## src/rtl/fssd_pkg.sv

```systemverilog
// Package for the frame sum-of-squared-differences block.
// Holds widths, luma weights, queue sizing and the term entry type.
// No dependencies; every other RTL file imports it.
`default_nettype none

package fssd_pkg;

	localparam int PIX_W   = 8;
	localparam int WGT_W   = 16;
	localparam int LUMA_W  = 24;
	localparam int SQ_W    = 2 * PIX_W;
	localparam int SQSUM_W = SQ_W + 2;
	localparam int FRAC_W  = 8;
	localparam int TERM_W  = SQSUM_W + FRAC_W;
	localparam int PROD_W  = 2 * LUMA_W;
	localparam int TOTAL_W = 48;

	localparam logic [WGT_W-1:0] W_RED   = 16'd19595;
	localparam logic [WGT_W-1:0] W_GREEN = 16'd38470;
	localparam logic [WGT_W-1:0] W_BLUE  = 16'd7471;

	localparam int QDEPTH = 8;
	localparam int QPTR_W = $clog2(QDEPTH);
	localparam int QCNT_W = $clog2(QDEPTH + 1);

	typedef struct packed {
		logic              last;
		logic [TERM_W-1:0] term;
	} term_entry_t;

	function automatic logic [LUMA_W-1:0] luma(
		input logic [PIX_W-1:0] b,
		input logic [PIX_W-1:0] g,
		input logic [PIX_W-1:0] r
	);
		logic [LUMA_W-1:0] yr;
		logic [LUMA_W-1:0] yg;
		logic [LUMA_W-1:0] yb;
		yr = LUMA_W'(W_RED) * LUMA_W'(r);
		yg = LUMA_W'(W_GREEN) * LUMA_W'(g);
		yb = LUMA_W'(W_BLUE) * LUMA_W'(b);
		return yr + yg + yb;
	endfunction

	function automatic logic [PIX_W-1:0] abs_diff8(
		input logic [PIX_W-1:0] x,
		input logic [PIX_W-1:0] y
	);
		return (x >= y) ? (x - y) : (y - x);
	endfunction

endpackage

`default_nettype wire

```

## src/rtl/fssd_front.sv

```systemverilog
// Front end: accepts pixel pairs and turns each into one accumulation term.
// Four-stage pipeline that always advances; entry is limited by a reservation count.
// Depends on fssd_pkg.
`default_nettype none

module fssd_front (
	input  wire logic                 clk,
	input  wire logic                 arst_n,
	input  wire logic                 luminance_mode,
	input  wire logic                 in_valid,
	output logic                      in_stall,
	input  wire logic [7:0]           a_blue,
	input  wire logic [7:0]           a_green,
	input  wire logic [7:0]           a_red,
	input  wire logic [7:0]           b_blue,
	input  wire logic [7:0]           b_green,
	input  wire logic [7:0]           b_red,
	input  wire logic                 last_pixel,
	input  wire logic                 q_pop,
	output logic                      push_valid,
	output fssd_pkg::term_entry_t     push_entry
);
	import fssd_pkg::*;

	logic accept;
	logic [QCNT_W-1:0] resv_q;

	logic valid_s1, valid_s2, valid_s3, valid_s4;
	logic mode_s1, mode_s2, mode_s3;
	logic last_s1, last_s2, last_s3, last_s4;
	logic [PIX_W-1:0] ab_s1, ag_s1, ar_s1, bb_s1, bg_s1, br_s1;
	logic [LUMA_W-1:0] ya_s2, yb_s2;
	logic [PIX_W-1:0] db_s2, dg_s2, dr_s2;
	logic [LUMA_W-1:0] dy_s3;
	logic [SQ_W-1:0] sb_s3, sg_s3, sr_s3;
	logic [TERM_W-1:0] term_s4;

	logic [PROD_W-1:0] dy_prod;
	logic [SQSUM_W-1:0] sq_sum;

	// Every accepted item holds a queue slot from acceptance until it is popped.
	assign in_stall = (resv_q == QCNT_W'(QDEPTH));
	assign accept   = in_valid && !in_stall;

	always_ff @(posedge clk or negedge arst_n) begin
		if (!arst_n) begin
			resv_q <= '0;
		end else begin
			case ({accept, q_pop})
				2'b10:   resv_q <= resv_q + 1'b1;
				2'b01:   resv_q <= resv_q - 1'b1;
				default: resv_q <= resv_q;
			endcase
		end
	end

	always_ff @(posedge clk or negedge arst_n) begin
		if (!arst_n) begin
			valid_s1 <= 1'b0;
			valid_s2 <= 1'b0;
			valid_s3 <= 1'b0;
			valid_s4 <= 1'b0;
		end else begin
			valid_s1 <= accept;
			valid_s2 <= valid_s1;
			valid_s3 <= valid_s2;
			valid_s4 <= valid_s3;
		end
	end

	always_ff @(posedge clk) begin
		ab_s1   <= a_blue;
		ag_s1   <= a_green;
		ar_s1   <= a_red;
		bb_s1   <= b_blue;
		bg_s1   <= b_green;
		br_s1   <= b_red;
		last_s1 <= last_pixel;
		mode_s1 <= luminance_mode;

		ya_s2   <= luma(ab_s1, ag_s1, ar_s1);
		yb_s2   <= luma(bb_s1, bg_s1, br_s1);
		db_s2   <= abs_diff8(ab_s1, bb_s1);
		dg_s2   <= abs_diff8(ag_s1, bg_s1);
		dr_s2   <= abs_diff8(ar_s1, br_s1);
		last_s2 <= last_s1;
		mode_s2 <= mode_s1;

		dy_s3   <= (ya_s2 >= yb_s2) ? (ya_s2 - yb_s2) : (yb_s2 - ya_s2);
		sb_s3   <= SQ_W'(db_s2) * SQ_W'(db_s2);
		sg_s3   <= SQ_W'(dg_s2) * SQ_W'(dg_s2);
		sr_s3   <= SQ_W'(dr_s2) * SQ_W'(dr_s2);
		last_s3 <= last_s2;
		mode_s3 <= mode_s2;

		term_s4 <= mode_s3 ? TERM_W'(dy_prod[PROD_W-1:LUMA_W]) : {sq_sum, {FRAC_W{1'b0}}};
		last_s4 <= last_s3;
	end

	assign dy_prod = PROD_W'(dy_s3) * PROD_W'(dy_s3);
	assign sq_sum  = SQSUM_W'(sb_s3) + SQSUM_W'(sg_s3) + SQSUM_W'(sr_s3);

	assign push_valid      = valid_s4;
	assign push_entry.last = last_s4;
	assign push_entry.term = term_s4;

	a_resv_bound: assert property (@(posedge clk) disable iff (!arst_n)
		resv_q <= QCNT_W'(QDEPTH))
		else $error("front reservation count beyond queue depth");

	a_push_reserved: assert property (@(posedge clk) disable iff (!arst_n)
		push_valid |-> (resv_q != '0))
		else $error("term pushed without a reserved queue slot");

endmodule

`default_nettype wire

```

## src/rtl/fssd_queue.sv

```systemverilog
// Short queue of terms between the front end and the accumulator.
// Register-array FIFO; space is guaranteed by the front end's reservation count.
// Depends on fssd_pkg.
`default_nettype none

module fssd_queue (
	input  wire logic                  clk,
	input  wire logic                  arst_n,
	input  wire logic                  push_valid,
	input  wire fssd_pkg::term_entry_t push_entry,
	input  wire logic                  pop,
	output logic                       not_empty,
	output fssd_pkg::term_entry_t      head
);
	import fssd_pkg::*;

	term_entry_t mem_q [QDEPTH];
	logic [QPTR_W-1:0] wr_ptr_q, rd_ptr_q;
	logic [QCNT_W-1:0] count_q;

	assign not_empty = (count_q != '0);
	assign head      = mem_q[rd_ptr_q];

	always_ff @(posedge clk) begin
		if (push_valid) begin
			mem_q[wr_ptr_q] <= push_entry;
		end
	end

	always_ff @(posedge clk or negedge arst_n) begin
		if (!arst_n) begin
			wr_ptr_q <= '0;
			rd_ptr_q <= '0;
			count_q  <= '0;
		end else begin
			if (push_valid) begin
				wr_ptr_q <= wr_ptr_q + 1'b1;
			end
			if (pop) begin
				rd_ptr_q <= rd_ptr_q + 1'b1;
			end
			case ({push_valid, pop})
				2'b10:   count_q <= count_q + 1'b1;
				2'b01:   count_q <= count_q - 1'b1;
				default: count_q <= count_q;
			endcase
		end
	end

	a_no_overflow: assert property (@(posedge clk) disable iff (!arst_n)
		push_valid |-> (count_q != QCNT_W'(QDEPTH)) || pop)
		else $error("term queue written while full");

	a_no_underflow: assert property (@(posedge clk) disable iff (!arst_n)
		pop |-> not_empty)
		else $error("term queue read while empty");

endmodule

`default_nettype wire

```

## src/rtl/fssd_back.sv

```systemverilog
// Back end: adds queued terms into the saturating frame total and emits it on the last pixel.
// Holds the running total and the output register.
// Depends on fssd_pkg.
`default_nettype none

module fssd_back (
	input  wire logic                  clk,
	input  wire logic                  arst_n,
	input  wire logic                  not_empty,
	input  wire fssd_pkg::term_entry_t head,
	output logic                       pop,
	output logic                       out_valid,
	input  wire logic                  out_stall,
	output logic [47:0]                distance
);
	import fssd_pkg::*;

	logic [TOTAL_W-1:0] total_q;
	logic [TOTAL_W-1:0] dist_q;
	logic               out_valid_q;
	logic [TOTAL_W:0]   sum;
	logic [TOTAL_W-1:0] sum_sat;
	logic               slot_free;

	// A frame's last term needs the output register; other terms never wait.
	assign slot_free = !out_valid_q || !out_stall;
	assign pop       = not_empty && (!head.last || slot_free);

	assign sum     = {1'b0, total_q} + (TOTAL_W + 1)'(head.term);
	assign sum_sat = sum[TOTAL_W] ? {TOTAL_W{1'b1}} : sum[TOTAL_W-1:0];

	always_ff @(posedge clk or negedge arst_n) begin
		if (!arst_n) begin
			total_q     <= '0;
			out_valid_q <= 1'b0;
		end else begin
			if (pop) begin
				total_q <= head.last ? '0 : sum_sat;
			end
			if (pop && head.last) begin
				out_valid_q <= 1'b1;
			end else if (!out_stall) begin
				out_valid_q <= 1'b0;
			end
		end
	end

	always_ff @(posedge clk) begin
		if (pop && head.last) begin
			dist_q <= sum_sat;
		end
	end

	assign out_valid = out_valid_q;
	assign distance  = dist_q;

	a_clear_after_last: assert property (@(posedge clk) disable iff (!arst_n)
		(pop && head.last) |=> (total_q == '0) && out_valid)
		else $error("total not cleared or result not raised after last pixel");

endmodule

`default_nettype wire

```

## src/rtl/frame_sum_squared_difference.sv

```systemverilog
// Top level of the frame sum-of-squared-differences block.
// Instantiates fssd_front, fssd_queue and fssd_back; holds the mode register.
// Depends on fssd_pkg.
`default_nettype none

// The block compares two frames pixel by pixel and reports one distance per
// frame. Each input transfer carries a co-located BGR pixel pair and a
// last_pixel flag; the transfer that carries last_pixel produces one output
// transfer with the saturating 48-bit total (8 fractional bits) including that
// pixel, and the accumulator starts again from zero. With luminance_mode at 0
// each term is the sum of squared channel differences times 256; with it at 1
// the term is the squared difference of Q8.16 luma values, truncated to 8
// fractional bits. The mode is sampled when a pixel is accepted. The block
// takes one pixel pair per clock in steady state: a four-stage front end
// computes terms and feeds an eight-entry queue, and the accumulator drains
// one term per clock unless a frame's last term waits for the output register.
// Input stall rises only when the eight queue slots are all reserved, which
// happens when a finished result sits stalled on the output. A pixel pair's
// term passes the four front-end stages and the queue before it is added to
// the total, and out_valid is set at the same edge that adds the last pixel's
// term. The mode register accepts a write in every cycle; since the mode
// travels with each pixel, a write applies from the next accepted pixel on,
// also in the middle of a frame.
module frame_sum_squared_difference (
	input  wire logic        clk,
	input  wire logic        arst_n,
	input  wire logic        cfg_valid,
	output logic             cfg_ready,
	input  wire logic        cfg_data,
	input  wire logic        in_valid,
	output logic             in_stall,
	input  wire logic [7:0]  a_blue,
	input  wire logic [7:0]  a_green,
	input  wire logic [7:0]  a_red,
	input  wire logic [7:0]  b_blue,
	input  wire logic [7:0]  b_green,
	input  wire logic [7:0]  b_red,
	input  wire logic        last_pixel,
	output logic             out_valid,
	input  wire logic        out_stall,
	output logic [47:0]      distance
);
	import fssd_pkg::*;

	logic        luminance_mode_q;
	logic        push_valid;
	term_entry_t push_entry;
	term_entry_t head;
	logic        not_empty;
	logic        pop;

	// The configuration register is always ready for a transfer.
	assign cfg_ready = 1'b1;

	always_ff @(posedge clk or negedge arst_n) begin
		if (!arst_n) begin
			luminance_mode_q <= 1'b0;
		end else if (cfg_valid && cfg_ready) begin
			luminance_mode_q <= cfg_data;
		end
	end

	fssd_front u_front (
		.clk            (clk),
		.arst_n         (arst_n),
		.luminance_mode (luminance_mode_q),
		.in_valid       (in_valid),
		.in_stall       (in_stall),
		.a_blue         (a_blue),
		.a_green        (a_green),
		.a_red          (a_red),
		.b_blue         (b_blue),
		.b_green        (b_green),
		.b_red          (b_red),
		.last_pixel     (last_pixel),
		.q_pop          (pop),
		.push_valid     (push_valid),
		.push_entry     (push_entry)
	);

	// The queue lets the front end keep accepting while a result waits.
	fssd_queue u_queue (
		.clk        (clk),
		.arst_n     (arst_n),
		.push_valid (push_valid),
		.push_entry (push_entry),
		.pop        (pop),
		.not_empty  (not_empty),
		.head       (head)
	);

	fssd_back u_back (
		.clk       (clk),
		.arst_n    (arst_n),
		.not_empty (not_empty),
		.head      (head),
		.pop       (pop),
		.out_valid (out_valid),
		.out_stall (out_stall),
		.distance  (distance)
	);

endmodule

`default_nettype wire

```

## config.mk

```make
export PLATFORM = sky130hd
export DESIGN_NAME = frame_sum_squared_difference
export DESIGN_NICKNAME = d
export VERILOG_FILES = /design/src/rtl/fssd_pkg.sv /design/src/rtl/fssd_front.sv /design/src/rtl/fssd_queue.sv /design/src/rtl/fssd_back.sv /design/src/rtl/frame_sum_squared_difference.sv
export SDC_FILE = /design/constraint.sdc
export NUM_CORES = 2
export LEC_CHECK = 0
export BUFFER_PORTS_ARGS = -buffer_cell sky130_fd_sc_hd__buf_4
export CAP_MARGIN = 20
export CORE_AREA = 2 2 478 480
export DETAILED_ROUTE_END_ITERATION = 10
export DIE_AREA = 0 0 480 482
export GPL_TIMING_DRIVEN = 0
export HOLD_SLACK_MARGIN = 0.06
export SLEW_MARGIN = 40
export SYNTH_ARGS = -nofsm -noshare
export SYNTH_HDL_FRONTEND = slang
export SYNTH_SLANG_ARGS = --single-unit
```

## constraint.sdc

```tcl
create_clock -name clk -period 14.5 [get_ports clk]
set_input_delay 4.35 -clock clk [delete_from_list [all_inputs] [get_ports clk]]
set_output_delay 4.35 -clock clk [all_outputs]
set_load 0.05 [all_outputs]
```

Word level (Yosys, flattened, before mapping)
Memory sizes are Yosys's and may differ from the RTL's. Cells that the tools add are included.

Add/subtract/negate cells: 21. $mul: 10. Magnitude comparators: 4. Eq/ne operators: 6. Mux-type cells: 13. Reduce and logical (&&, ||, !) cells: 12.

Operator list (number): $mux 48 (2); $mul 15x8->23 const A (4); $add 48x26->49 (1); $add 23x24->24 (2); $add 24x21->24 (2); $mul 24x24->48 (1); $mul 8x8->16 (3); $mux 24 (2); $sub 24x24->24 (2); $sub 8x8->8 (6); $mul 13x8->21 const A (2); $ge 24x24->1 (1); $ge 8x8->1 (3); $mux 8 (3); $add 17x16->18 (1); $add 16x16->17 (1); $pmux 4 s2 (2); $add 4x1->4 const B (2); $sub 4x1->4 const B (2); $add 3x1->3 const B (2); $eq 2x1->1 const B (2); $eq 2x2->1 const B (2); $eq 4x4->1 const B (1); $logic_not 1->1 (4); 6 further kinds (13).

Register bits after elaboration: 341. Bits in writable memories: 216. Input bits: 55. Memories kept: 1.

Memories: u_queue.mem_q (words 8, width 27, read ports 1, clocked after Yosys merged registers in 0, write ports 1, RTL line fssd_queue.sv:17) `term_entry_t mem_q [QDEPTH];`.

Depth between registers and ports, before layout
Depth in word-level cells: 6. Gate-level depth with buffers: 31.

Cells and area by module
Synthesis repeated with hierarchy kept, for this count alone.

Cell total of the unflattened synthesis: 5479. Area total of the unflattened synthesis: 57471.4 um^2.

By module, submodules not included: fssd_front (times used 1, cells an instance 4534, area each 42818.6 um^2, sequential area each 4644.5 um^2); fssd_queue (times used 1, cells an instance 365, area each 8790.9 um^2, sequential area each 6736.5 um^2); fssd_back (times used 1, cells an instance 576, area each 5810.6 um^2, sequential area each 2667.6 um^2); frame_sum_squared_difference (times used 1, cells an instance 4, area each 51.3 um^2, sequential area each 25.0 um^2).

Worst setup path before layout
Ideal clock, no wire load.

Kind: register -> register. Start point: register u_front.dy_s3[2]. End point: register u_front.term_s4[17]. Setup time: 114 ps. Data arrival time: 7477 ps. Setup slack: 6909 ps. Stages on the path, launching flop included: 30. Cell sequence: dfxtp_1 > clkbuf_1 > clkbuf_1 > nand2_1 > fa_1 > inv_1 > fa_1 > inv_1 > fa_1 > inv_1 > fa_1 > inv_1 > fa_1 > inv_1 > fa_1 > inv_1 > fa_1 > inv_1 > ha_1 > and3_1 > nand3_1 > or4_1 > a311oi_2 > o21ai_0 > o21ai_2 > a211oi_1 > o31ai_1 > a21oi_1 > xnor2_1 > a21o_1.

Cells in the longest elaborated chain, start to end: 2.

Ends and longest elaborated chain: from (decl) (RTL line fssd_front.sv:34) `logic [LUMA_W-1:0] dy_s3;`; from (signal assigned) (RTL line fssd_front.sv:89) `dy_s3 <= (ya_s2 >= yb_s2) ? (ya_s2 - yb_s2) : (yb_s2 - ya_s2);`; $mul 24x24->48 (RTL line fssd_front.sv:100) `assign dy_prod = PROD_W'(dy_s3) * PROD_W'(dy_s3);`; $mux 24 (RTL line fssd_front.sv:96) `term_s4 <= mode_s3 ? TERM_W'(dy_prod[PROD_W-1:LUMA_W]) : {sq_sum, {FRAC_W{1'b0}}};`; to (signal assigned) (RTL line fssd_front.sv:96); to (decl) (RTL line fssd_front.sv:36) `logic [TERM_W-1:0] term_s4;`.

No other way between the ends. A chain may end at the register's enable or synchronous reset.

Worst setup path after layout
Ends and elaborated chain as after synthesis.

==> results.md <==
- Run status: complete, no violations
- Layout cell share with drive strength beyond 1: about 7.3%
- Highest Signal Layer: met4
- Library cell occupying the most area in the post-synthesis netlist: sky130_fd_sc_hd__fa_1
- Maximum number of pins on one net before global-route repair: 69
- Final setup TNS: 0 ns
- Synth Warn #: 0
- Standard cell with the maximum stage delay on the critical path: sky130_fd_sc_hd__or4_1
- Overall Global Routing Usage: 11.7%
- Avg Vias per Cell: between 4 and 5
- Total met3 wirelength after detailed routing: between 7000 and 8000 µm
- Via count of the first global-routing pass: roughly 40,000
- Max_slew headroom: a little over two fifths
- Syn-to-layout area delta: 11.9%
- Gr ovfl total: 0
- Post-synth design cell area: between 50,000 and 60,000 µm²
- Count of flip-flops with a built-in enable after synthesis: 264
- Required time of the critical path: approximately 15 ns
- FF+latch count, synth: 554
- Area enclosed by the die boundary: roughly 230,000 µm²
- Final cycle utilization of the critical path: between 60% and 70%
- Worst-case clock buffer depth: 3
- Number of distinct library cell variants in the gate-level netlist after synthesis: 88
- Clock-pin slew on the worst setup and hold paths: 0.07 ns
- Port buffer count: approximately 100
- CP max FO: 10
- Avg Synthesized Cell Area: 10.6 µm²
- Starting Density: around a quarter
- Fin crit period: approximately 9.6 ns
- Dominant cell by count in the synthesized netlist: sky130_fd_sc_hd__inv_1
- Number of instances in the synthesized netlist: 5,336
- CP startpoint kind: flip-flop
- Setup Buffers After CTS: 0
- Total number of nets in the final design: approximately 7,100
- Type of destination of the critical path: flip-flop
- Final setup viols: 0
- Number of max-cap violations: 0
- Delay of the slowest critical-path stage: approximately 0.63 ns
- Number of instances resized during post-cts repair: 0
- Sum of net half-perimeters after detailed placement: about 110,000 µm
- HP Class: flip-flop to flip-flop
- Peak Freq: around 0.10 GHz
- Antenna violations before repair: 3
- CTS sink cnt: around 550
- Boundary Pins: between 100 and 150
- Count of final hold-check violations: 0
- Hold_buf cts: 0
- Post-synth ARST share: ~12%
- Metal1 wirelength: slightly above 60,000 µm
- Setup repair after global routing missed its margin: no
- Leading cell types by total area after synthesis: sky130_fd_sc_hd__fa_1, sky130_fd_sc_hd__ha_1, sky130_fd_sc_hd__edfxtp_1
- Worst reg2reg setup slack: 4.93 ns
- Overall die height: about 480 µm
- Max Slew Vio Count: 0
- Clock latency on the worst-skew pair: approximately 0.68 ns
- Proportion of netlist area held by the largest area contributor: between 20 and 30%
- Clock Skews: 0.0673 ns
- Wirelength per Cell: 15.7 µm
- RePlAce Congestion: around 0.9
- Total routed wirelength: 135,000 µm
- Endpoint arrival time on the critical path: approximately 10 ns
- Detailed-routed wire length on met2: 62,900 µm
- DRT iter0 DRCs: about 2,200
- Area of the core: 226,000 µm²
- Sequential area share after synthesis: between 20% and 30%
- Commonest cells in the synthesized netlist: sky130_fd_sc_hd__inv_1, sky130_fd_sc_hd__fa_1, sky130_fd_sc_hd__ha_1
- Number of vias after detailed routing: 37,300
- Cell row count: 175
- CTS H-tree lvls: 2
- Remaining antenna violation count after routing: 0
- Worst Path Class, Setup: flip-flop to flip-flop
- Die Wd: about 480 µm
- Clk Tree Root Cell: sky130_fd_sc_hd__clkbuf_16
- CTS tree: done
- DRC Markers: 0
- Cts bufs inserted: 53
- Top_reg_cell synth: sky130_fd_sc_hd__edfxtp_1
- Router iterations before antenna repair: 5
- Global-route wire length before repair: 216,000 µm
- Worst Max-Slew Pin Slew: 0.870 ns
path summary, 6_finish.rpt:
path | cells past startpoint | from | endpoint
min reg2reg | 0 | u_front.mode_s1 | u_front.mode_s2
max reg2reg | 29 | u_front.dy_s3[2] | u_front.term_s4[17]
min | 0 | u_front.mode_s1 | u_front.mode_s2
min in group asynchronous | 1 | arst_n | u_back.total_q[30]
max | 29 | u_front.dy_s3[2] | u_front.term_s4[17]
max in group asynchronous | 1 | arst_n | u_back.total_q[5]
final cells by class:
| cell class | count | area [µm²] |
|---|---|---|
| buffer | 125 | 542 |
| clock inverter | 29 | 358 |
| tap | 3009 | 3760 |
| multi-input combinational | 3465 | 37400 |
| sequential | 554 | 14100 |
| antenna | 1 | 2.50 |
| timing repair buffer | 123 | 1050 |
| inverter | 1198 | 4500 |
| clock buffer | 69 | 1460 |
| fill | 23600 | 163000 |
critical path: cells and delay by family, from the launching register on:
kind,cells,cell delay [ns]
buffers and inverters,9,1.51
XOR/XNOR,1,0.18
flip-flops,1,0.50
AO/OA/AOI/OAI,7,2.15
adder cells (fa/ha/maj),8,3.97
AND/OR/NAND/NOR,4,1.17
cell families after synthesis:
logic type | share of synthesized area, %
other | 0.0133
DFF | 25.0
buffers and inverters | 8.92
adders and majority gates | 42.9
xor gates and xnor gates | 3.91
muxes | 3.50
AOI/OAI and AO/OA | 7.37
and+or+nand+nor | 8.43
through the flow:
stage | area, µm² | hold WS (ns) | util, % | instances | setup slack, ns
detailed placement | 61300 | 0.316 | 27.1 | 8474 | 5.07
global route | 63100 | 0.347 | 27.9 | 8572 | 4.50
CTS | 63100 | 0.335 | 27.9 | 8572 | 5.00
finish | 63100 | 0.330 | 27.9 | 8573 | 4.93
global placement | 61000 | 0.320 | 26.9 | 8455 | 5.04
floorplan | 56400 | 0.310 | - | 5342 | 6.91
registers in the layout, summed over array words and instances (netlist names), 15 cells and up:
| register | count |
|---|---|
| u_queue.mem_q | 216 |
| u_back.distance | 48 |
| u_back.total_q | 48 |
| u_front.term_s4 | 26 |
| u_front.dy_s3 | 24 |
| u_front.ya_s2 | 24 |
| u_front.yb_s2 | 24 |
| u_front.sb_s3 | 15 |
| u_front.sg_s3 | 15 |
| u_front.sr_s3 | 15 |
placed cells by master, fill, tap and decap left out, types with 31 or more instances in the layout:
| cell | instances |
|---|---|
| sky130_fd_sc_hd__a21o_1 | 63 |
| sky130_fd_sc_hd__a21oi_1 | 225 |
| sky130_fd_sc_hd__a31o_2 | 31 |
| sky130_fd_sc_hd__and2_1 | 161 |
| sky130_fd_sc_hd__buf_4 | 113 |
| sky130_fd_sc_hd__clkbuf_1 | 107 |
| sky130_fd_sc_hd__clkbuf_16 | 53 |
| sky130_fd_sc_hd__dfrtp_1 | 68 |
| sky130_fd_sc_hd__dfxtp_1 | 222 |
| sky130_fd_sc_hd__edfxtp_1 | 264 |
| sky130_fd_sc_hd__fa_1 | 762 |
| sky130_fd_sc_hd__ha_1 | 715 |
| sky130_fd_sc_hd__inv_1 | 1197 |
| sky130_fd_sc_hd__mux2_2 | 38 |
| sky130_fd_sc_hd__mux2i_1 | 33 |
| sky130_fd_sc_hd__mux4_2 | 54 |
| sky130_fd_sc_hd__nand2_1 | 354 |
| sky130_fd_sc_hd__nand3_1 | 43 |
| sky130_fd_sc_hd__nor2_1 | 158 |
| sky130_fd_sc_hd__nor2b_1 | 46 |
| sky130_fd_sc_hd__nor3_1 | 53 |
| sky130_fd_sc_hd__o21a_1 | 32 |
| sky130_fd_sc_hd__o21ai_0 | 86 |
| sky130_fd_sc_hd__o21bai_1 | 31 |
| sky130_fd_sc_hd__xnor2_1 | 161 |
| sky130_fd_sc_hd__xor2_1 | 91 |
per-layer routing:
metal  vias up  track usage [%]
met1     18700             16.2
met4         0             2.29
met2       981             19.6
met5         -                0
li1      17500                -
met3       157             1.37
Power is not shown: default switching activity piles up to over one toggle a cycle in this logic, so the estimate is an artifact.
